### src/rtl/vr2d_pkg.sv
`timescale 1ns / 1ps

package vr2d_pkg;

  localparam int VR2D_ITERATIONS = 16;
  localparam int VR2D_DATA_WIDTH = 16;
  localparam int ANGLE_WIDTH     = 16;
  localparam int GUARD_BITS      = 16;
  localparam int Z_WIDTH         = 32;
  localparam int HALF_SHIFT      = 24;
  localparam int GAIN_WIDTH      = 32;
  localparam int MAX_ITERATIONS  = 32;

  localparam logic [GAIN_WIDTH-1:0] GAIN_INV = 32'd2608131496;

  // atan(2^-i), 2^32 units per turn, rounded to nearest
  function automatic logic [Z_WIDTH-1:0] atan_val(input int idx);
    logic [Z_WIDTH-1:0] v;
    unique case (idx)
      0:  v = 32'd536870912;
      1:  v = 32'd316933406;
      2:  v = 32'd167458907;
      3:  v = 32'd85004756;
      4:  v = 32'd42667331;
      5:  v = 32'd21354465;
      6:  v = 32'd10680094;
      7:  v = 32'd5340245;
      8:  v = 32'd2670163;
      9:  v = 32'd1335087;
      10: v = 32'd667544;
      11: v = 32'd333772;
      12: v = 32'd166886;
      13: v = 32'd83443;
      14: v = 32'd41722;
      15: v = 32'd20861;
      16: v = 32'd10430;
      17: v = 32'd5215;
      18: v = 32'd2608;
      19: v = 32'd1304;
      20: v = 32'd652;
      21: v = 32'd326;
      22: v = 32'd163;
      23: v = 32'd81;
      24: v = 32'd41;
      25: v = 32'd20;
      26: v = 32'd10;
      27: v = 32'd5;
      28: v = 32'd3;
      29: v = 32'd1;
      30: v = 32'd1;
      default: v = '0;
    endcase
    return v;
  endfunction

endpackage

### src/rtl/vr2d_cell.sv
`timescale 1ns / 1ps

module vr2d_cell #(
  parameter int W     = vr2d_pkg::VR2D_DATA_WIDTH + 19,
  parameter int SHIFT = 0
) (
  input  logic                                clk_i,
  input  logic                                rst_ni,
  input  logic                                valid_i,
  input  logic signed [W-1:0]                 x_i,
  input  logic signed [W-1:0]                 y_i,
  input  logic signed [vr2d_pkg::Z_WIDTH-1:0] z_i,
  input  logic                                ready_i,
  output logic                                ready_o,
  output logic                                valid_o,
  output logic signed [W-1:0]                 x_o,
  output logic signed [W-1:0]                 y_o,
  output logic signed [vr2d_pkg::Z_WIDTH-1:0] z_o
);

  localparam int ZW = vr2d_pkg::Z_WIDTH;
  localparam logic signed [ZW-1:0] ATAN = $signed(vr2d_pkg::atan_val(SHIFT));

  logic                 valid_q, valid_d;
  logic signed [W-1:0]  x_q, x_d, y_q, y_d;
  logic signed [ZW-1:0] z_q, z_d;
  logic signed [W-1:0]  dx, dy;

  assign ready_o = !valid_q || ready_i;

  always_comb begin
    dx = y_i >>> SHIFT;
    dy = x_i >>> SHIFT;
    if (!z_i[ZW-1]) begin
      x_d = x_i - dx;
      y_d = y_i + dy;
      z_d = z_i - ATAN;
    end else begin
      x_d = x_i + dx;
      y_d = y_i - dy;
      z_d = z_i + ATAN;
    end
    valid_d = ready_o ? valid_i : valid_q;
  end

  always_ff @(posedge clk_i or negedge rst_ni) begin
    if (!rst_ni) begin
      valid_q <= 1'b0;
    end else begin
      valid_q <= valid_d;
    end
  end

  always_ff @(posedge clk_i) begin
    if (ready_o && valid_i) begin
      x_q <= x_d;
      y_q <= y_d;
      z_q <= z_d;
    end
  end

  assign valid_o = valid_q;
  assign x_o     = x_q;
  assign y_o     = y_q;
  assign z_o     = z_q;

endmodule

### config.mk
export PLATFORM = sky130hd
export DESIGN_NAME = vr2d_cell
export DESIGN_NICKNAME = d
export VERILOG_FILES = /design/src/rtl/vr2d_pkg.sv /design/src/rtl/vr2d_cell.sv
export SDC_FILE = /design/constraint.sdc
export NUM_CORES = 1
export LEC_CHECK = 0
export BUFFER_PORTS_ARGS = -buffer_cell sky130_fd_sc_hd__buf_2
export CAP_MARGIN = 20
export CORE_MARGIN = 8
export CORE_UTILIZATION = 24
export CTS_CLUSTER_DIAMETER = 50
export DETAILED_ROUTE_END_ITERATION = 8
export GPL_TIMING_DRIVEN = 1
export PLACE_DENSITY_LB_ADDON = 0.25
export SLEW_MARGIN = 5
export SYNTH_ARGS = -nofsm -noshare
export SYNTH_HDL_FRONTEND = slang
export SYNTH_SLANG_ARGS = --single-unit
### constraint.sdc
create_clock -name clk_i -period 4.37 [get_ports clk_i]
set_clock_uncertainty 0.15 [all_clocks]
set_input_delay 0.437 -clock clk_i [delete_from_list [all_inputs] [get_ports clk_i]]
set_output_delay 0.437 -clock clk_i [all_outputs]
set_load 0.03 [all_outputs]
# Word level (Yosys, flattened, before mapping)
# Cells that the tools add are included.
# W data, S select, Z words.
totals:
  elab_cells: 15
  ff_bits: 103
  output_inout_bits: 104
classes:
  addsub: 5
  reduce_logical: 3
  n_mux: 3
op_table:
  columns: ["operator", "count"]
  rows:
  - ["$mux W35", 2]
  - ["$sub A35 B35 Y35", 2]
  - ["$add A35 B35 Y35", 1]
  - ["$add A32 B31 Y32 const B", 1]
  - ["$mux W32", 1]
  - ["$sub A32 B31 Y32 const B", 1]
  - ["$logic_and A1 B1 Y1", 1]
  - ["$logic_not A1 Y1", 1]
  - ["$logic_or A1 B1 Y1", 1]

# Longest topological paths before layout
depth:
  depth_word: 3
  depth_mapped: 13
  ltp_nobuf: 12

# Worst setup path after synthesis
# OpenSTA, ideal clock, no wires.
synth_path:
  kind: "register to register"
  start: "register valid_q, in the netlist valid_o"
  end: "register x_q[0], in the netlist x_o[0] (enable)"
  setup_time_ns: 0.471
  arrival_time_ns: 3.214
  stages_incl_launch_ff: 3
  required_time_ns: 3.749
  setup_slack_ns: 0.535
  path_cell_list: "dfrtp_1 > nand2b_1 > and2_1"
synth_via:
  elab_chain_cells: 3
synth_lines:
  columns: ["item", "line_no", "rtl"]
  rows:
  - ["from (decl)", "vr2d_cell.sv:24", "logic valid_q, valid_d;"]
  - ["from (signal assigned)", "vr2d_cell.sv:50", "valid_q <= valid_d;"]
  - ["$logic_not A1 Y1", "vr2d_cell.sv:29", "assign ready_o = !valid_q || ready_i;"]
  - ["$logic_or A1 B1 Y1", "vr2d_cell.sv:29", null]
  - ["via ready_o", "vr2d_cell.sv:14", "output logic ready_o,"]
  - ["$logic_and A1 B1 Y1", "vr2d_cell.sv:55", "if (ready_o && valid_i) begin"]
  - ["to (signal assigned)", "vr2d_cell.sv:56", "x_q <= x_d;"]
  - ["to (decl)", "vr2d_cell.sv:25", "logic signed [W-1:0] x_q, x_d, y_q, y_d;"]
# The timed path passes the listed nets, and every way through them passes these cells.
# A chain may end at the register's enable or synchronous reset.

# Final worst setup path
layout_path:
  start: "input x_i[2]"
  end: "register y_q[31], in the netlist y_o[31] (data pin)"
layout_via:
  elab_chain_cells: 2
  elab_cells_between_ends: 3
  cone_classes: "add/sub: 2; mux: 1"
layout_lines:
  columns: ["item", "line_no", "rtl"]
  rows:
  - ["from (decl)", "vr2d_cell.sv:10", "input logic signed [W-1:0] x_i,"]
  - ["$add A35 B35 Y35 / $sub A35 B35 Y35 (equally long branches)", "vr2d_cell.sv:36, vr2d_cell.sv:40", null]
  - ["$mux W35 *", "vr2d_cell.sv:34", "if (!z_i[ZW-1]) begin"]
  - ["via y_d[31]", "vr2d_cell.sv:25", null]
  - ["to (signal assigned)", "vr2d_cell.sv:57", "y_q <= y_d;"]
  - ["to (decl)", "vr2d_cell.sv:25", null]
# The timed path passes the listed nets; every way through them passes the cells marked *.

==> impl_results.md <==
- Outcome: completed
- GRT Total Usage: between 10% and 20%
- Residual DRC: 0
- Setup crit start: x_i[2]
- RSZ-0062 raised after global routing: false
- Filler Cell Count: roughly 4200
- Reg-to-Reg Start: valid_o
- Post-synth EDFFs: slightly above 100
- Critical Path RT: ~4.3 ns
- Max-slew violations: 0
- Switch share: between 40% and 50%
- CTS H-tree depth: 3
- Total clock sinks: roughly 100
- Clk buf depth: 2
- Cell Pwr Density: around 310 mW/mm²
- Fin Hold WS: 0.08227 ns
- Global route total overflow: 0
- CP max FO: 14
- Synthesized flop and latch total: ~100
- Vias in the first global route: slightly below 9000
- Initial antenna violation count: 9
- Mapped Cells: about 1100
- Leak Pwr: about 4.8 nW
- Area growth, synth to finish: 19.66%
- Worst-path clk slew: around 0.08 ns
- Initial core utilization: 24.39%
- Synth Net Count: roughly 1300
- Worst-margin pin slew: 0.8269 ns
- CTS tree: built
- CP max-delay cell: o21ai_0
- Antenna violation net count after detailed routing: 0
- Hold-fix buffers, CTS: 1
- Fmax achieved: ~270 MHz
- Worst VDD drop: approximately 190 µV
- Max-Cap Viols: 0
- Post-synthesis sequential area ratio: 32.29%
- Critical path type: in -> reg
- Hold Path Origin: z_i[19]
- Combinational power share: between 40% and 50%
- Share of cells above drive strength 1: between 20% and 30%
- Levels on crit path: 13
- Root buffer cell: clkbuf_16
- Primary FF master, synth: edfxtp_1
- Commonest cells after routing, fill and taps aside: buf_2 (209), a21oi_1 (145), inv_1 (107), ha_1 (104), edfxtp_1 (101)
- I/O Buffers: about 210
- # IOs: 210
- Final wirelength: 36.51 mm
- Routed via count: 8895
- Fin crit period: 3.683 ns
- Share of power burned in registers: about 36%
- Nets: ~1500
- First-pass GRT wire length: roughly 55 mm
- CP dominant cell by count: o21ai_0
- Vias per cell: approximately 4.9
- Final core occ: 29.19%
- Reg2Reg Setup Slack: 2.24 ns
- Final setup TNS: 0 ns
- Core Footprint: roughly 0.039 mm²
- WP buf/inv: 3
- Worst R2R End: y_o[20]
- Period Utilization, post-route: 84.28%
- Rows: 72
- # setup viols final: 0
- Worst skew pair latency: 0.37 ns
- Mean Syn Cell Area: 8.682 µm²
- Synth Cell Area: about 0.0095 mm²
- Worst Path Arrival: between 3 and 4 ns
- Reg2Reg Depth: 3
- CTS Buf Count: 9
- Multi-input gate area: roughly 0.0058 mm²
- Critical Path Sink: y_o[31]
- TritonRoute pass-1 iters: 5
- Async S/R FF share, synth: 0.9804%
- Hold path depth: 1
- Die Width: roughly 210 µm
- Reg area: 0.003058 mm²
- Gpl congestion: 0.8938
- CP delay by family, top: compound AO/OA/AOI/OAI gates
- Postcts setup bufs: 0
- WL per Instance: around 20 µm
- Yosys warnings: 0
- Final hold viol count: 0
- Net Switching: 1.415 mW
- CP max stage delay: roughly 0.59 ns
- Die height: 214.7 µm
- Netlist cell types: 79
- 1st-iter DRT viols: 756
- Element type at the critical path end: flip-flop
- Cell-internal power: 2.074 mW
- Slew headroom: 44.36%
- Power, Total: ~3.5 mW
- Largest net degree at the start of global routing: 65
- Worst hold path type: in -> reg
- Die area: 0.04608 mm²
- Post-CTS sizing: 0
- Crit-path cells: buf_2 > inv_1 > ha_1 > o21ai_0 > a31oi_1 > o21ai_0 > o21ai_0 > a21oi_1 > o311ai_0 > buf_4 > a31o_2 > o21ai_0 > xnor2_1
- Most common cell after layout, fill and taps aside: buf_2
- Post-DP HPWL: 29.02 mm
- Clock power frac: around a quarter
- Critical path startpoint category: input port
## sequential cells by signal, summed over array words and instances (netlist names)
name,flops
valid_o,1
y_o,34
x_o,35
z_o,32
## worst min path at each step
stage / endpoint / slack (ns)
after CTS: z_o[15] / 0.07
after global routing: z_o[22] / 0.07
after detailed placement: valid_o / 0.06
after floorplan: valid_o / -0.009
final: z_o[19] / 0.08
after global placement: valid_o / 0.06
## cell type report
| type | instances | share of cell area, % |
|---|---|---|
| well taps | 518 | 5.719 |
| clock inverters | 6 | 0.3974 |
| diodes | 3 | 0.06624 |
| flip-flops and latches | 102 | 26.98 |
| multi-input cells | 830 | 51.08 |
| repair buffers | 220 | 10.09 |
| inverters | 111 | 3.676 |
| clock buffers | 9 | 1.987 |
## per-layer routing
layer / vias up / part of all wire, % / global-route usage, %
met1: 4269 / 48 / 21.12
met4: 10 / 1.3 / 3.611
li1: 4279 / - / -
met2: 303 / 45 / 23.67
met3: 34 / 6.1 / 3.202
met5: - / 0.16 / 0
## per-stage QoR
stage / cell area [µm²] / std cells / setup WS, ns
global route: 11330 / 1798 / 0.3862
global placement: 11030 / 1779 / 0.4637
floorplan: 9472 / 1091 / 0.5352
detailed placement: 11030 / 1779 / 0.4119
finish: 11330 / 1799 / 0.6871
CTS: 11310 / 1795 / 0.7957
## synthesized netlist by cell type (all sizes together), types with 23 or more instances
library cell / count / share of area (%)
nand2b: 25 / 1.7
xnor2: 60 / 5.5
clkbuf: 27 / 1.1
a21oi: 146 / 7.8
nor3: 23 / 1.3
nand2: 65 / 2.6
inv: 110 / 4.4
nor2: 88 / 3.5
ha: 104 / 14
o21ai: 80 / 4.3
edfxtp: 101 / 32
## kinds of logic (layout without fill, tap and decap cells)
group	after synthesis	count (layout)	synth area share [%]
AO/OA/AOI/OAI	371	371	24.85
buffers and inverters	159	346	6.618
AND/OR/NAND/NOR	266	266	13.54
flip-flops	102	102	32.29
multiplexers	19	19	2.021
adder cells (fa/ha/maj)	108	108	14.58
other	0	3	0
XOR/XNOR	66	66	6.103
## power by group through the flow
stage / sequential [mW] / clock [mW] / combinational (mW)
2_1_floorplan: 1.46 / 0 / 0.754
3_3_place_gp: 1.27 / 0 / 1.42
3_5_place_dp: 1.27 / 0 / 1.41
4_1_cts: 1.25 / 0.838 / 1.42
5_1_grt: 1.26 / 0.859 / 1.55
6_report: 1.25 / 0.814 / 1.43
No activity file was read; power rests on OpenSTA's default activity.
