==> src/rtl/vr2d_pkg.sv <==
`timescale 1ns / 1ps

package vr2d_pkg;

  localparam int VR2D_ITERATIONS = 16;
  localparam int VR2D_DATA_WIDTH = 16;
  localparam int ANGLE_WIDTH     = 16;
  localparam int GUARD_BITS      = 16;
  localparam int Z_WIDTH         = 32;
  localparam int HALF_SHIFT      = 24;
  localparam int GAIN_WIDTH      = 32;
  localparam int MAX_ITERATIONS  = 32;

  localparam logic [GAIN_WIDTH-1:0] GAIN_INV = 32'd2608131496;

  // atan(2^-i), 2^32 units per turn, rounded to nearest
  function automatic logic [Z_WIDTH-1:0] atan_val(input int idx);
    logic [Z_WIDTH-1:0] v;
    unique case (idx)
      0:  v = 32'd536870912;
      1:  v = 32'd316933406;
      2:  v = 32'd167458907;
      3:  v = 32'd85004756;
      4:  v = 32'd42667331;
      5:  v = 32'd21354465;
      6:  v = 32'd10680094;
      7:  v = 32'd5340245;
      8:  v = 32'd2670163;
      9:  v = 32'd1335087;
      10: v = 32'd667544;
      11: v = 32'd333772;
      12: v = 32'd166886;
      13: v = 32'd83443;
      14: v = 32'd41722;
      15: v = 32'd20861;
      16: v = 32'd10430;
      17: v = 32'd5215;
      18: v = 32'd2608;
      19: v = 32'd1304;
      20: v = 32'd652;
      21: v = 32'd326;
      22: v = 32'd163;
      23: v = 32'd81;
      24: v = 32'd41;
      25: v = 32'd20;
      26: v = 32'd10;
      27: v = 32'd5;
      28: v = 32'd3;
      29: v = 32'd1;
      30: v = 32'd1;
      default: v = '0;
    endcase
    return v;
  endfunction

endpackage

==> src/rtl/vr2d_gain.sv <==
`timescale 1ns / 1ps

module vr2d_gain #(
  parameter int DATA_WIDTH = vr2d_pkg::VR2D_DATA_WIDTH,
  parameter int W          = DATA_WIDTH + 19
) (
  input  logic                         clk_i,
  input  logic                         rst_ni,
  input  logic                         valid_i,
  input  logic signed [W-1:0]          x_i,
  input  logic signed [W-1:0]          y_i,
  input  logic                         ready_i,
  output logic                         ready_o,
  output logic                         valid_o,
  output logic signed [DATA_WIDTH:0]   x_o,
  output logic signed [DATA_WIDTH:0]   y_o
);

  localparam int H   = vr2d_pkg::HALF_SHIFT;
  localparam int GW  = vr2d_pkg::GAIN_WIDTH;
  localparam int MW  = W - H;
  localparam int PHW = MW + GW;
  localparam int BW  = H + GW + 1;
  localparam int AW  = PHW + 1;
  localparam int QW  = AW - H;
  localparam int OW  = DATA_WIDTH + 1;

  localparam logic [BW-1:0] ROUND_HALF = BW'(1) << (2 * H - 1);
  localparam logic [QW-1:0] LIM_POS    = (QW'(1) << DATA_WIDTH) - QW'(1);
  localparam logic [QW-1:0] LIM_NEG    = QW'(1) << DATA_WIDTH;

  logic [2:0]         valid_q, valid_d;
  logic [2:0]         rdy;
  logic signed [W-1:0] vin [2];

  logic [1:0]         neg1_q, neg2_q;
  logic [MW-1:0]      mh_q [2];
  logic [H-1:0]       ml_q [2];
  logic [PHW-1:0]     ph_q [2];
  logic [BW-1:0]      b_q  [2];
  logic [OW-1:0]      o_q  [2];

  logic [W-1:0]       mag  [2];
  logic [PHW-1:0]     ph_d [2];
  logic [BW-1:0]      b_d  [2];
  logic [AW-1:0]      acc  [2];
  logic [QW-1:0]      q    [2];
  logic [QW-1:0]      sat  [2];
  logic [OW-1:0]      o_d  [2];

  assign vin[0] = x_i;
  assign vin[1] = y_i;

  assign rdy[2]  = !valid_q[2] || ready_i;
  assign rdy[1]  = !valid_q[1] || rdy[2];
  assign rdy[0]  = !valid_q[0] || rdy[1];
  assign ready_o = rdy[0];

  always_comb begin
    valid_d[0] = rdy[0] ? valid_i    : valid_q[0];
    valid_d[1] = rdy[1] ? valid_q[0] : valid_q[1];
    valid_d[2] = rdy[2] ? valid_q[1] : valid_q[2];
    for (int k = 0; k < 2; k++) begin
      mag[k]  = vin[k][W-1] ? W'(-vin[k]) : W'(vin[k]);
      ph_d[k] = PHW'(mh_q[k]) * PHW'(vr2d_pkg::GAIN_INV);
      b_d[k]  = BW'(ml_q[k]) * BW'(vr2d_pkg::GAIN_INV) + ROUND_HALF;
      acc[k]  = AW'(ph_q[k]) + AW'(b_q[k][BW-1:H]);
      q[k]    = acc[k][AW-1:H];
      if (neg2_q[k]) begin
        sat[k] = (q[k] > LIM_NEG) ? LIM_NEG : q[k];
        o_d[k] = OW'(-sat[k]);
      end else begin
        sat[k] = (q[k] > LIM_POS) ? LIM_POS : q[k];
        o_d[k] = OW'(sat[k]);
      end
    end
  end

  always_ff @(posedge clk_i or negedge rst_ni) begin
    if (!rst_ni) begin
      valid_q <= '0;
    end else begin
      valid_q <= valid_d;
    end
  end

  always_ff @(posedge clk_i) begin
    for (int k = 0; k < 2; k++) begin
      if (rdy[0] && valid_i) begin
        neg1_q[k] <= vin[k][W-1];
        mh_q[k]   <= mag[k][W-1:H];
        ml_q[k]   <= mag[k][H-1:0];
      end
      if (rdy[1] && valid_q[0]) begin
        neg2_q[k] <= neg1_q[k];
        ph_q[k]   <= ph_d[k];
        b_q[k]    <= b_d[k];
      end
    end
  end

  always_ff @(posedge clk_i) begin
    if (rdy[2] && valid_q[1]) begin
      o_q[0] <= o_d[0];
      o_q[1] <= o_d[1];
    end
  end

  assign valid_o = valid_q[2];
  assign x_o     = $signed(o_q[0]);
  assign y_o     = $signed(o_q[1]);

endmodule

==> config.mk <==
export PLATFORM = sky130hd
export DESIGN_NAME = vr2d_gain
export DESIGN_NICKNAME = d
export VERILOG_FILES = /design/src/rtl/vr2d_pkg.sv /design/src/rtl/vr2d_gain.sv
export SDC_FILE = /design/constraint.sdc
export NUM_CORES = 2
export LEC_CHECK = 0
export BUFFER_PORTS_ARGS = -buffer_cell sky130_fd_sc_hd__buf_2
export CAP_MARGIN = 40
export CELL_PAD_IN_SITES_DETAIL_PLACEMENT = 0
export CELL_PAD_IN_SITES_GLOBAL_PLACEMENT = 2
export CORE_AREA = 5 5 405 307
export DETAILED_ROUTE_END_ITERATION = 6
export DIE_AREA = 0 0 410 312
export HOLD_SLACK_MARGIN = 0.1
export PLACE_DENSITY = 0.88
export SYNTH_ARGS = -nofsm -noshare
export SYNTH_HDL_FRONTEND = slang
export SYNTH_SLANG_ARGS = --single-unit
==> constraint.sdc <==
create_clock -name clk_i -period 8.2 [get_ports clk_i]
set_input_delay 0.41 -clock clk_i [delete_from_list [all_inputs] [get_ports clk_i]]
set_output_delay 0.41 -clock clk_i [all_outputs]
set_load 0.01 [all_outputs]
# Word level (Yosys, flattened, before mapping)
# Memory sizes are Yosys's and may differ from the RTL's.
# Index checks and enable logic that the tools add are counted.
totals:
  register_bits: 7
  ramBits: 298
  word_cells: 49
  memories: 5
memory_table:
  columns: ["name", "words", "word_bits", "rd", "rd_ports_with_merged_regs", "write_ports", "line_no", "rtl"]
  rows:
  - ["b_q", 2, 57, 2, 0, 2, "vr2d_gain.sv:40", "logic [BW-1:0] b_q [2];"]
  - ["ph_q", 2, 40, 2, 0, 2, "vr2d_gain.sv:39", "logic [PHW-1:0] ph_q [2];"]
  - ["ml_q", 2, 24, 2, 0, 2, "vr2d_gain.sv:38", "logic [H-1:0] ml_q [2];"]
  - ["o_q", 2, 17, 2, 0, 2, "vr2d_gain.sv:41", "logic [OW-1:0] o_q [2];"]
  - ["mh_q", 2, 11, 2, 0, 2, "vr2d_gain.sv:37", "logic [MW-1:0] mh_q [2];"]
op_classes:
  n_addsub: 8
  multipliers: 4
  magnitude_cmp: 4
  n_mux: 14
  n_reduce_logical: 9
ops:
  columns: ["operator", "n"]
  rows:
  - ["$add 56x48->57 const B", 2]
  - ["$mul 24x29->53 const B", 2]
  - ["$mux 17", 6]
  - ["$add 43x33->44", 2]
  - ["$mul 11x29->40 const B", 2]
  - ["$mux 35", 2]
  - ["$neg 35->35", 2]
  - ["$gt 20x16->1 const B", 2]
  - ["$gt 20x17->1 const B", 2]
  - ["$neg 17->17", 2]
  - ["$mux 1", 6]
  - ["$logic_and 1x1->1", 3]
  - ["$logic_not 1->1", 3]
  - ["$logic_or 1x1->1", 3]

# Logic depth before layout (Yosys ltp)
depth:
  word_depth: 7
  depth_mapped: 34
  depth_no_buf: 34

# Worst setup path after synthesis
# Ideal clock, no wire load.
synth_path:
  path_kind: "register to register"
  startpoint: "memory ml_q[0][28] in the netlist's numbering"
  endpoint: "memory b_q[0][112] in the netlist's numbering (data pin)"
  setup_time_ns: 0.265
  t_arrival_ns: 7.730
  path_slack_ns: 0.205
  path_stages_with_launch: 32
  n_path_buf: 0
  period_less_slack_ns: 7.995
  path_cell_list: "edfxtp_1 > fa_1 > inv_1 > fa_1 > fa_1 > inv_1 > fa_1 > fa_1 > fa_1 > inv_1 > fa_1 > inv_1 > ha_1 > o21a_1 > o21ai_1 > or2_0 > or4b_1 > a21oi_1 > o31ai_1 > a21oi_1 > a21o_1 > a31oi_1 > xor2_1 > inv_1 > ha_1 > nand2_1 > inv_1 > o311ai_1 > a2111oi_0 > and4b_1 > nand3_1 > xor2_1"
synth_rtl:
  columns: ["item", "line_no"]
  rows:
  - ["from (decl)", "vr2d_gain.sv:38"]
  - ["to (decl)", "vr2d_gain.sv:40"]

==> impl_results.md <==
* Fillers at 11.3k
* Row count at 110
* CTS Buf Count at 31
* Crit Path Class: reg -> reg
* Flops & latches, synth at 251
* Number of synthesized flops with an enable pin at 248
* Warnings, synthesis at 0
* Startpoint Class: register
* Syn nets at 6229
* Outcome: finished, final reports clean
* Top cells by count, synth: inv_1 (1232), fa_1 (816), ha_1 (747), edfxtp_1 (248), a21oi_1 (190)
* CP max stage cell: fa_1
* Ys async rst share at 1.20%
* Synth unique cells at 89
* Die width at 410 um
* Worst setup EP type: register
* Core Util, Final at 44.7%
* Fin crit period at 7930 ps
* Post-synthesis sequential area ratio at 15.8%
* Initial drt markers at 2158
* DR vias/cell at 5.02
* First-pass DRT Iterations at 5
* Top cells by area, synth: fa_1 (34%), ha_1 (20%), edfxtp_1 (16%)
* Vias at 32.9k
* HPWL after DPL at 113000 um
* Final instance area at 53500 sq um
* Fin nets at 6607
* Syn Inst Count at 4592
* Antenna viol nets, final at 0
* Most common cell in the netlist: inv_1
* R2R setup slack at 270 ps
* Max Slew Vio Count at 0
* Syn avg cell area at 10.4 sq um
* RePlAce Congestion at 1.00
* Root buffer cell: clkbuf_16
* Worst-Skew Late Latency at 610 ps
* Final setup fails at 0
* GRT overflow at 0
* # port buffers at 109
* Full die area at 128000 sq um
* Crit path buf inv count at 5
* Max Cap Violations at 0
* Antenna violations before repair at 8
* Layout area overhead at 12.4%
* Yosys top cell area share at 34.4%
* CP max FO at 4
* Slew HR at 43.0%
* Drt wl/cell at 19.4 um
* Period utilization at 96.7%
* H-tree depth at 1
* Vias in the first global route at 33.5k
* Share of post-route cells with drive strength above 1 at 10.2%
* GRT Resource Usage Total at 20.0%
* Synth area leader: fa_1
* Placed cell areas at 51700 sq um
* Clock-pin slew of the registers on the worst-case setup and hold paths at 60 ps
* Ports at 110
* Cell area after synthesis at 47500 sq um
* Die Ht at 312 um
* WP data arrival at 8250 ps
* Final Hold Vio Count at 0
* Data required time of the worst path at 8520 ps
* Final Skew at 28.4 ps
* Clock buffer depth at 3
* CP peak stage delay at 610 ps
* Sink Count at 251
* # DRC at 0
* Least-Margin Pin Slew at 849 ps
* Final WL at 127000 um
* CTS tree: done
* FMAX at 126 MHz
* Crit-path leading delay family: adder cells
* Final hold slack at 150 ps
* Total core area at 120000 sq um
* First-pass GRT wire length at 199000 um
* Setup tns final at 0 ps
* Crit-path most repeated cell: fa_1
* Tightest Hold Check Type: in -> reg
* Largest net degree at the start of global routing at 55
* Top FF cell, synth: edfxtp_1
* Initial cell density of the core at 39.8%
==> stage by stage <==
step / instances / setup WS [ps]
floorplan: 4592 / 205
global placement: 6457 / -78.5
detailed placement: 6462 / -155
CTS: 6545 / 7.35
global route: 6559 / -49.2
finish: 6562 / 268
==> cell families (layout without fill, tap and decap cells) <==
kind of cell               after synthesis  count (layout)  synth area share, %
adders and majority gates             1563            1563                 54.0
buffers and inverters                 1270            1669                 10.0
AOI/OAI and AO/OA                      669             669                 9.25
and+or+nand+nor                        620             620                 6.83
DFF                                    251             251                 15.8
xor gates and xnor gates               215             215                 3.96
muxes                                    4               4               0.0868
other                                    0               3                    0
==> layout by cell type, fill, tap and decap left out, types with 31 or more instances in the layout <==
cell       instances
a21o_1           100
a21oi_1          187
buf_2            109
buf_4            237
clkbuf_16         31
edfxtp_1         248
fa_1             804
ha_1             739
inv_1           1224
nand2_1          118
nand2b_1          38
nand3_1           55
nand4_1           39
nor2_1           134
nor3_1            52
o21a_1            31
o21ai_0          118
o31ai_1           32
xnor2_1          151
xor2_1            64
==> path summary, 6_finish.rpt <==
path	start	endpoint	cells after the start
max	ml_q[0][32]$_DFFE_PP_	b_q[0][112]$_DFFE_PP_	29
min	x_i[7]	ml_q[0][7]$_DFFE_PP_	2
max reg2reg	ml_q[0][32]$_DFFE_PP_	b_q[0][112]$_DFFE_PP_	29
min reg2reg	neg1_q[1]$_DFFE_PP_	neg2_q[1]$_DFFE_PP_	0
max in group asynchronous	rst_ni	valid_q[0]$_DFFE_PN0N_	3
min in group asynchronous	rst_ni	valid_q[2]$_DFFE_PN0P_	3
==> routing by layer <==
layer  vias to the layer above  wire length [um]  global-route usage, %  share of wire [%]
li1                      15600                 -                      -                  -
met1                     16400             64600                   32.0                 51
met2                       869             50900                   27.9                 40
met3                        65             10600                   5.18                8.4
met4                         4              1170                   1.57               0.92
met5                         -                27                      0              0.021
==> area by class of cell <==
class | count | area [sq um] | share of cell area (%)
Antenna cell | 3 | 7.51 | 0.0140
Clock buffer | 34 | 787 | 1.47
Clock inverter | 20 | 269 | 0.503
Inverter | 1232 | 4620 | 8.65
Multi-Input combinational cell | 3071 | 35500 | 66.4
Sequential cell | 251 | 7520 | 14.1
Tap cell | 1568 | 1960 | 3.67
Timing Repair Buffer | 383 | 2780 | 5.20
==> timing repair <==
item                                   4_1_cts  5_1_grt
buffers inserted                             2       13
pin swaps                                    5       45
gates resized for setup                      3       61
hold buffers                                27        0
endpoints found under the hold margin       30        0
setup endpoints to repair                    1        9
==> worst reg2reg max path: cells and delay by family, from the launching register on <==
family	cells	cell delay, ps
adder cells (fa/ha/maj)	9	4160
flip-flops	1	470
AO/OA/AOI/OAI	7	1150
buffers and inverters	5	420
XOR/XNOR	2	240
AND/OR/NAND/NOR	6	1240
==> flip-flops by register name (all words and copies together) (netlist names) <==
name,cells
mh_q,22
b_q,60
neg1_q,2
ml_q,48
valid_q,3
ph_q,80
neg2_q,2
o_q,34
Power is not shown: default switching activity piles up to over one toggle a cycle in this logic, so the estimate is an artifact.
