**src/rtl/vr2d_pkg.sv**
```systemverilog
`timescale 1ns / 1ps

package vr2d_pkg;

  localparam int VR2D_ITERATIONS = 16;
  localparam int VR2D_DATA_WIDTH = 16;
  localparam int ANGLE_WIDTH     = 16;
  localparam int GUARD_BITS      = 16;
  localparam int Z_WIDTH         = 32;
  localparam int HALF_SHIFT      = 24;
  localparam int GAIN_WIDTH      = 32;
  localparam int MAX_ITERATIONS  = 32;

  localparam logic [GAIN_WIDTH-1:0] GAIN_INV = 32'd2608131496;

  // atan(2^-i), 2^32 units per turn, rounded to nearest
  function automatic logic [Z_WIDTH-1:0] atan_val(input int idx);
    logic [Z_WIDTH-1:0] v;
    unique case (idx)
      0:  v = 32'd536870912;
      1:  v = 32'd316933406;
      2:  v = 32'd167458907;
      3:  v = 32'd85004756;
      4:  v = 32'd42667331;
      5:  v = 32'd21354465;
      6:  v = 32'd10680094;
      7:  v = 32'd5340245;
      8:  v = 32'd2670163;
      9:  v = 32'd1335087;
      10: v = 32'd667544;
      11: v = 32'd333772;
      12: v = 32'd166886;
      13: v = 32'd83443;
      14: v = 32'd41722;
      15: v = 32'd20861;
      16: v = 32'd10430;
      17: v = 32'd5215;
      18: v = 32'd2608;
      19: v = 32'd1304;
      20: v = 32'd652;
      21: v = 32'd326;
      22: v = 32'd163;
      23: v = 32'd81;
      24: v = 32'd41;
      25: v = 32'd20;
      26: v = 32'd10;
      27: v = 32'd5;
      28: v = 32'd3;
      29: v = 32'd1;
      30: v = 32'd1;
      default: v = '0;
    endcase
    return v;
  endfunction

endpackage

```
**src/rtl/vr2d_quad.sv**
```systemverilog
`timescale 1ns / 1ps

module vr2d_quad #(
  parameter int DATA_WIDTH = vr2d_pkg::VR2D_DATA_WIDTH,
  parameter int W          = DATA_WIDTH + 19
) (
  input  logic                                clk_i,
  input  logic                                rst_ni,
  input  logic                                valid_i,
  input  logic signed [DATA_WIDTH-1:0]        point_x_i,
  input  logic signed [DATA_WIDTH-1:0]        point_y_i,
  input  logic [vr2d_pkg::ANGLE_WIDTH-1:0]    angle_i,
  input  logic                                ready_i,
  output logic                                ready_o,
  output logic                                valid_o,
  output logic signed [W-1:0]                 x_o,
  output logic signed [W-1:0]                 y_o,
  output logic signed [vr2d_pkg::Z_WIDTH-1:0] z_o
);

  localparam int AW = vr2d_pkg::ANGLE_WIDTH;
  localparam int ZW = vr2d_pkg::Z_WIDTH;
  localparam int RW = AW - 2;

  logic                 valid_q, valid_d;
  logic signed [W-1:0]  x_q, x_d, y_q, y_d;
  logic signed [ZW-1:0] z_q, z_d;
  logic [AW-1:0]        ang_s;
  logic [1:0]           quad;
  logic signed [RW-1:0] resid;
  logic signed [W-1:0]  px, py, rx, ry;

  assign ready_o = !valid_q || ready_i;

  always_comb begin
    ang_s = angle_i + AW'(1 << (RW - 1));
    quad  = ang_s[AW-1:AW-2];
    // residual in [-1/8, +1/8) turn: flip the top residual bit, read as signed
    resid = $signed({~ang_s[RW-1], ang_s[RW-2:0]});
    px    = W'(point_x_i);
    py    = W'(point_y_i);
    unique case (quad)
      2'd1: begin
        rx = -py;
        ry = px;
      end
      2'd2: begin
        rx = -px;
        ry = -py;
      end
      2'd3: begin
        rx = py;
        ry = -px;
      end
      default: begin
        rx = px;
        ry = py;
      end
    endcase
    x_d     = rx <<< vr2d_pkg::GUARD_BITS;
    y_d     = ry <<< vr2d_pkg::GUARD_BITS;
    z_d     = ZW'(resid) <<< 16;
    valid_d = ready_o ? valid_i : valid_q;
  end

  always_ff @(posedge clk_i or negedge rst_ni) begin
    if (!rst_ni) begin
      valid_q <= 1'b0;
    end else begin
      valid_q <= valid_d;
    end
  end

  always_ff @(posedge clk_i) begin
    if (ready_o && valid_i) begin
      x_q <= x_d;
      y_q <= y_d;
      z_q <= z_d;
    end
  end

  assign valid_o = valid_q;
  assign x_o     = x_q;
  assign y_o     = y_q;
  assign z_o     = z_q;

endmodule

```
**config.mk**
```make
export PLATFORM = sky130hd
export DESIGN_NAME = vr2d_quad
export DESIGN_NICKNAME = d
export VERILOG_FILES = /design/src/rtl/vr2d_pkg.sv /design/src/rtl/vr2d_quad.sv
export SDC_FILE = /design/constraint.sdc
export NUM_CORES = 1
export LEC_CHECK = 0
export ABC_AREA = 1
export BUFFER_PORTS_ARGS = -buffer_cell sky130_fd_sc_hd__clkbuf_2
export CORE_ASPECT_RATIO = 0.8
export CORE_MARGIN = 1
export CORE_UTILIZATION = 45
export CTS_BUF_LIST = sky130_fd_sc_hd__clkbuf_4 sky130_fd_sc_hd__clkbuf_8
export DETAILED_ROUTE_END_ITERATION = 16
export PLACE_DENSITY = 0.77
export SYNTH_ARGS = -nofsm -noshare
export SYNTH_HDL_FRONTEND = slang
export SYNTH_SLANG_ARGS = --single-unit
```
**constraint.sdc**
```tcl
create_clock -name clk_i -period 3.6 [get_ports clk_i]
set_clock_uncertainty 0.1 [all_clocks]
set_input_delay 0.18 -clock clk_i [delete_from_list [all_inputs] [get_ports clk_i]]
set_output_delay 0.18 -clock clk_i [all_outputs]
set_load 0.01 [all_outputs]
```
# After elaboration in Yosys (flattened, before gate mapping)
# Index checks and enable logic that the tools add are counted.
# word_totals
inputBits	52
word_cells	16
register_bits	53
output_inout_bits	104
# classes
n_eq_ne	3
n_reduce_logical	3
add_sub_neg	3
bitwise	1
muxes	2
# ops
op	count
case mux 19 bit (3 select lines)	2
negator 16 -> 19 bit	2
adder 16 x 14 -> 16 bit (second input constant)	1
equality test 2 bit (second input constant)	2
equality test 2 x 1 -> 1 bit (second input constant)	1
logical AND 1 bit	1
zero test 1 bit	1
logical OR 1 bit	1
NOT 1 bit	1

# Depth between registers and ports, before layout
# Gate-level depths: netlist of the first run.
# logic_depth
depth_word	3
mapped_depth	9
mapped_depth_nobuf	9

# Worst setup path after synthesis of the first run
# OpenSTA, ideal clock, no wires.
# synth_timing
kind	flip-flop to flip-flop
start	register valid_q (netlist: valid_o)
end	register x_q[16] (netlist: x_o[16]) (enable)
setup_ns	0.479
stages_incl_launch_ff	2
setup_slack_ns	0.027
t_required_ns	3.021
period_less_slack_ns	3.573
path_buffers	0
arrival_time_ns	2.994
cell_sequence	dfrtp_1 > a21oi_1
# synth_between
elab_chain_len	3
# synth_lines
item	line	text
start: declaration	vr2d_quad.sv:25	logic valid_q, valid_d;
start signal: assignment	vr2d_quad.sv:70	valid_q <= valid_d;
zero test 1 bit	vr2d_quad.sv:33	assign ready_o = !valid_q || ready_i;
logical OR 1 bit	vr2d_quad.sv:33	
logical AND 1 bit	vr2d_quad.sv:75	if (ready_o && valid_i) begin
end signal: assignment	vr2d_quad.sv:76	x_q <= x_d;
end: declaration	vr2d_quad.sv:26	logic signed [W-1:0] x_q, x_d, y_q, y_d;
# Every way passes these cells.
# A chain may end at the register's enable or synchronous reset.

# Worst setup path in the final report of the first run
# layout_timing
start	input port angle_i[13] (netlist bit)
end	register y_q[34] (netlist: y_o[34]) (data pin)
# layout_between
elab_chain_len	3
elab_cells_between_ends	5
classes_between	add/sub (1); eq/ne (3); mux (1)
# layout_lines
item	line	text
start: declaration	vr2d_quad.sv:12	input logic [vr2d_pkg::ANGLE_WIDTH-1:0] angle_i,
adder 16 x 14 -> 16 bit (*)	vr2d_quad.sv:36	ang_s = angle_i + AW'(1 << (RW - 1));
equality test 2 bit or equality test 2 x 1 -> 1 bit (tied branches)	vr2d_quad.sv:42	unique case (quad)
case mux 19 bit (3 select lines) (*)	vr2d_quad.sv:42	
named net ry[18]	vr2d_quad.sv:31	logic signed [W-1:0] px, py, rx, ry;
end signal: assignment	vr2d_quad.sv:77	y_q <= y_d;
end: declaration	vr2d_quad.sv:26	
# Mark *: on every way through the listed nets, which the timed path passes. The rest lies on a longest branch.

==> results of run 1 <==
-- power groups by stage --
stage | combinational, W | sequential, W | clock (W)
global placement | 0.000366 | 0.000784 | 0
finish | 0.000391 | 0.000770 | 0.000402
global route | 0.000434 | 0.000776 | 0.000432
detailed placement | 0.000373 | 0.000784 | 0
floorplan | 0.000248 | 0.000813 | 0
CTS | 0.000387 | 0.000771 | 0.000414
-- through the flow --
stage / util (%) / instances
2_1_floorplan: - / 517
3_3_place_gp: 53.56 / 669
3_5_place_dp: 53.56 / 669
4_1_cts: 56.98 / 692
5_1_grt: 56.98 / 692
6_report: 56.98 / 692
-- synth_stat cells, drive strengths merged --
master   number
nand2       139
nand3        65
buf          60
edfxtp       52
nor2         47
inv          40
nand4        30
o21ai        11
o2111ai       5
xnor2         4
clkbuf        3
ha            3
nand3b        3
xor2          3
a21oi         2
conb          1
dfrtp         1
nor3          1
-- cells by family after synthesis --
kind of cell               Yosys count  share of synthesized area (%)
AOI/OAI and AO/OA                   18                          2.989
xor gates and xnor gates             7                          1.683
adders and majority gates            3                          1.031
buffers and inverters              103                          16.42
DFF                                 53                          43.56
other                                1                         0.1030
and+or+nand+nor                    285                          34.21
-- routing by layer --
metal,GRT usage (%),wire [um]
met1,29.29,4257
met2,35.40,4016
met3,4.209,870
met4,5.857,84
met5,0,0
-- final timing paths --
kind                                  endpoint  slack (ns)  cells after the start
hold reg to reg            valid_o$_DFFE_PN0N_        0.50                      2
max in group asynchronous  valid_o$_DFFE_PN0N_        3.24                      2
min in group asynchronous  valid_o$_DFFE_PN0N_        0.08                      2
hold / removal             valid_o$_DFFE_PN0N_       0.008                      3
setup reg to reg             x_o[29]$_DFFE_PP_        2.00                      2
setup / recovery             y_o[34]$_DFFE_PP_        0.99                      8
-- critical path, cell delays in order --
cell and delay [ns]:
dlygate4sd3_1 0.54, clkbuf_2 0.12, ha_1 0.23, xnor2_1 0.28, nand2_1 0.16, inv_1 0.72, nand2_1 0.24, nand4_1 0.19
-- repair_timing --
| action | 4_1_cts | 5_1_grt |
|---|---|---|
| hold buffers | 15 | 0 |
| endpoints found under the hold margin | 15 | 0 |
| buffers inserted | 0 | 0 |
-- sequential cells by signal (all words and copies together) (netlist names) --
signal	cells
z_o	14
valid_o	1
y_o	19
x_o	19
-- layout make-up --
type | count | area, um^2
fillers | 706 | 3271
multi-input cells | 361 | 1645
flip-flops and latches | 53 | 1587
repair buffers | 125 | 708.2
inverters | 40 | 150.1
well taps | 105 | 131.4
clock buffers | 5 | 68.82
clock inverters | 3 | 41.29
==> out/metrics.yaml, run 1 <==
critical_path:
  startpoint: "angle_i[13]"
  crit_required_ns: 3.67
  critPathCaptureType: "register"
  arrival_ns: 2.67
  critical_path_class: "input port to register"
  rr_startpoint: "valid_o$_DFFE_PN0N_"
  critical_path.max_fanout: 30
  cp-start-kind: "input port"
grt:
  grt_pass1_vias: 3021
  track_usage_pct: 21.64
  grt_pass1_wl_mm: 13.94
  grt-ovfl-total: 0
  grt_max_degree: 53
  antenna_found_initial: 0
min_path:
  hp-start: "valid_i"
  hold_class: "input port to register"
power_and_ir_drop:
  p_seq_share_pct: 49.2
  p_leak_nw: 1.983
  power_w: 0.001563
  combPwrFrac_pct: 25.0
  pwr-share-clk_pct: 25.7
  p_switching_w: 0.0004684
  switching_share_pct: 29.97
  intPower_w: 0.001094
  power_density_nw_per_um2: 360.8
  irDropWorstVdd_mv: 0.1657
clock_tree:
  numCtsBuffers: 5
  cts_tree: "built"
  clock_sinks: 53
  cts_root_buf: "clkbuf_8"
  cts_max_level: 2
  clk_latency_ns: 0.31
  ctsResizeCount: 0
  clk_path_buf_depth: 2
  path_clk_slew_ns: 0.09
run:
  cap_violations: 0
placed_design:
  dp_hpwl_mm: 6.804
  gp_congestion: 0.9060
  dpl_worst_slack_ns: 1.302
  portBuffers: 107
  placed_area_um2: 4071
final_layout:
  syn_to_final_growth_pct: 18.93
  diodes: 0
  final_cell_area_um2: 4332
  drive_gt1_share_pct: 20.78
  final_common_cell: "nand2_1"
  nets: 641
  layout_common_cells: "nand2_1, clkbuf_2, nand3_1, edfxtp_1, conb_1"
yosys:
  yosysTopAreaCell: "edfxtp_1"
  ys_seq_area_share_pct: 43.56
  synth_top_area_share_pct: 42.87
  ys.warnings.count: 0
  synth_cells: 470
  syn-mean-instance-area_um2: 7.749
  synth.cell_area_um2: 3642
  ys_ff_latch: 53
  synth.distinct_cells: 23
  synth.area.top_cells: "edfxtp_1, nand2_1, buf_4"
timing:
  worst_pin_slew_ns: 0.9533
  slew-limit-headroom_pct: 36.38
  min_period_over_period_pct: 72.38
  slew_viol_final: 0
  hold-worst-slack_ns: 0.008044
  final-setup-viol-count: 0
  layout_setup_ws_ns: 0.9943
  period_needed_ns: 2.606
  max_freq_mhz: 383.8
  finalHoldViolCount: 0
  final.setup.tns_ns: 0
  rsz0062_at_grt: "false"
die:
  pin_count: 156
  die_area_um2: 8460
  chipHeight_um: 82.47
  num_rows: 28
  dieWidth_um: 102.6
  core_um2: 7602
  start_util_pct: 47.91
route:
  drc: 0
  wirelength_mm: 9.229
  drtPass1Iterations: 5
  routed_via_density: 5.062
  antenna_left: 0
  drt_iter0_drc: 180
  via_count: 3503
  avgRoutedWirePerCell_um: 13.34
status:
  run_status: "finished, final reports clean"
No activity file was read; power rests on OpenSTA's default activity.
==> run 2: changes to the inputs <==
CORE_UTILIZATION = 50   (was 45)
PLACE_DENSITY = 0.81   (was 0.77)
clock period = 2.65 ns   (was 3.6 ns; I/O delays follow)
==> out/metrics.yaml, run 2 (same netlist as run 1, synthesis figures left out) <==
min_path:
  hold_class: "input port to asynchronous set/reset pin"
critical_path:
  r2r-end: "y_o[30]$_DFFE_PP_"
  crit_required_ns: 2.73
  max_stage_delay_ns: 0.53
  path_buf_inv: 4
  critical-path-top-delay-family: "buffers and inverters"
  crit_path_cell_trace: "dlygate4sd3_1, clkbuf_2, ha_1, xnor2_1, nand2_1, inv_1, buf_4, nand2_1, nand4_1"
  crit_cells: 9
  critical_path_class: "input port to register"
  reg2reg_slack_ns: 1.04
  critical_path.max_fanout: 16
  slowest_stage: "dlygate4sd3_1"
  crit_path_end: "y_o[22]$_DFFE_PP_"
  r2r_cells: 2
  crit_path_frequent_cell: "nand2_1"
  rr_startpoint: "valid_o$_DFFE_PN0N_"
  critPathCaptureType: "register"
  startpoint: "angle_i[13]"
  cp-start-kind: "input port"
  arrival_ns: 2.39
power_and_ir_drop:
  p_seq_share_pct: 48.5
  combPwrFrac_pct: 25.2
  intPower_w: 0.001490
  switching_share_pct: 30.82
  irDropWorstVdd_mv: 0.2091
  power_density_nw_per_um2: 496.9
  p_switching_w: 0.0006639
  p_leak_nw: 1.996
  pwr-share-clk_pct: 26.3
clock_tree:
  postCtsSetupRepairBufs: 0
  clk_path_buf_depth: 2
  cts_root_buf: "clkbuf_8"
  cts_tree: "built"
  path_clk_slew_ns: 0.10
  cts_max_level: 2
  clk_latency_ns: 0.31
  numCtsBuffers: 5
  clock_sinks: 53
route:
  top_layer_used: "met4"
  wirelength_mm: 9.726
  avgRoutedWirePerCell_um: 14.37
  via_count: 3600
  antenna_left: 0
  wl_met1_mm: 4.343
  drc: 0
  route.met3.wl_mm: 1.065
  drtPass1Iterations: 5
  routed-wl-met2_mm: 4.211
  routed_via_density: 5.318
  drt_iter0_drc: 275
final_layout:
  final_cell_area_um2: 4334
  final_util_pct: 62.28
  nets: 644
  syn_to_final_growth_pct: 19.00
  drive_gt1_share_pct: 21.02
  layout_common_cells: "nand2_1, clkbuf_2, nand3_1, edfxtp_1, conb_1"
  diodes: 0
  final_common_cell: "nand2_1"
timing:
  final-setup-viol-count: 0
  worst_pin_slew_ns: 0.6575
  hold-worst-slack_ns: 0.02362
  period_needed_ns: 2.316
  max_freq_mhz: 431.9
  slew_viol_final: 0
  min_period_over_period_pct: 87.38
  finalHoldViolCount: 0
  rsz0062_at_grt: "false"
  final.setup.tns_ns: 0
  slew-limit-headroom_pct: 56.17
die:
  core_um2: 6959
  die_area_um2: 7632
  num_rows: 27
  pin_count: 156
  start_util_pct: 52.34
  dieWidth_um: 97.43
  chipHeight_um: 78.34
grt:
  grt_pass1_wl_mm: 15.86
  grt_max_degree: 53
  grt_pass1_vias: 3196
  track_usage_pct: 26.04
  grt-ovfl-total: 0
  antenna_found_initial: 0
placed_design:
  placed_area_um2: 4064
  portBuffers: 107
  gp_congestion: 0.9756
  dp_hpwl_mm: 7.128
run:
  cap_violations: 0
status:
  run_status: "finished, final reports clean"
==> run 2: cell types whose count changed in the layout (fill, tap and decap cells not counted), sizes merged <==
cell / previous run / this run
dlygate4sd3: 15 / 16
buf: 3 / 5
==> run 2: power groups by stage <==
stage               registers (W)  logic, W  clock network (W)
floorplan                 0.00110  0.000337                  0
global placement          0.00106  0.000500                  0
detailed placement        0.00106  0.000514                  0
CTS                       0.00104  0.000535           0.000574
global route              0.00105  0.000598           0.000593
finish                    0.00104  0.000542           0.000567
==> run 2: timing repair <==
action                                  in CTS  in global routing
hold endpoints to repair                    16                  0
gates resized for setup                      0                  0
hold buffers                                16                  0
endpoints found under the setup margin       0                  0
==> run 2: through the flow <==
step | total power (W) | std cells | worst slack [ns]
floorplan | 0.001439 | 517 | 0.2399
global placement | 0.001562 | 653 | 0.7071
detailed placement | 0.001578 | 653 | 0.6323
CTS | 0.002155 | 677 | 0.3907
global route | 0.002242 | 677 | 0.1544
finish | 0.002154 | 677 | 0.3344
==> run 2: worst min-delay path by stage <==
stage | startpoint | endpoint | slack, ns | cells past startpoint
global route | rst_ni | valid_o$_DFFE_PN0N_ | 0.03 | 2
CTS | rst_ni | valid_o$_DFFE_PN0N_ | 0.02 | 2
global placement | rst_ni | valid_o$_DFFE_PN0N_ | -0.19 | 1
floorplan | rst_ni | valid_o$_DFFE_PN0N_ | -0.26 | 0
detailed placement | rst_ni | valid_o$_DFFE_PN0N_ | -0.19 | 1
finish | rst_ni | valid_o$_DFFE_PN0N_ | 0.02 | 2
==> run 2: layer usage <==
metal  track usage, %  vias up
met3            4.809       13
met4            6.471        0
met5                0        -
li1                 -     1715
met1            37.03     1633
met2            41.19      239
==> run 2: area by class of cell <==
| type | count | area (um^2) |
|---|---|---|
| fill | 609 | 2625 |
| multi-input combinational | 361 | 1645 |
| sequential | 53 | 1587 |
| timing repair buffer | 128 | 733.2 |
| inverter | 40 | 150.1 |
| tap | 87 | 108.9 |
| clock buffer | 5 | 68.82 |
| clock inverter | 3 | 41.29 |
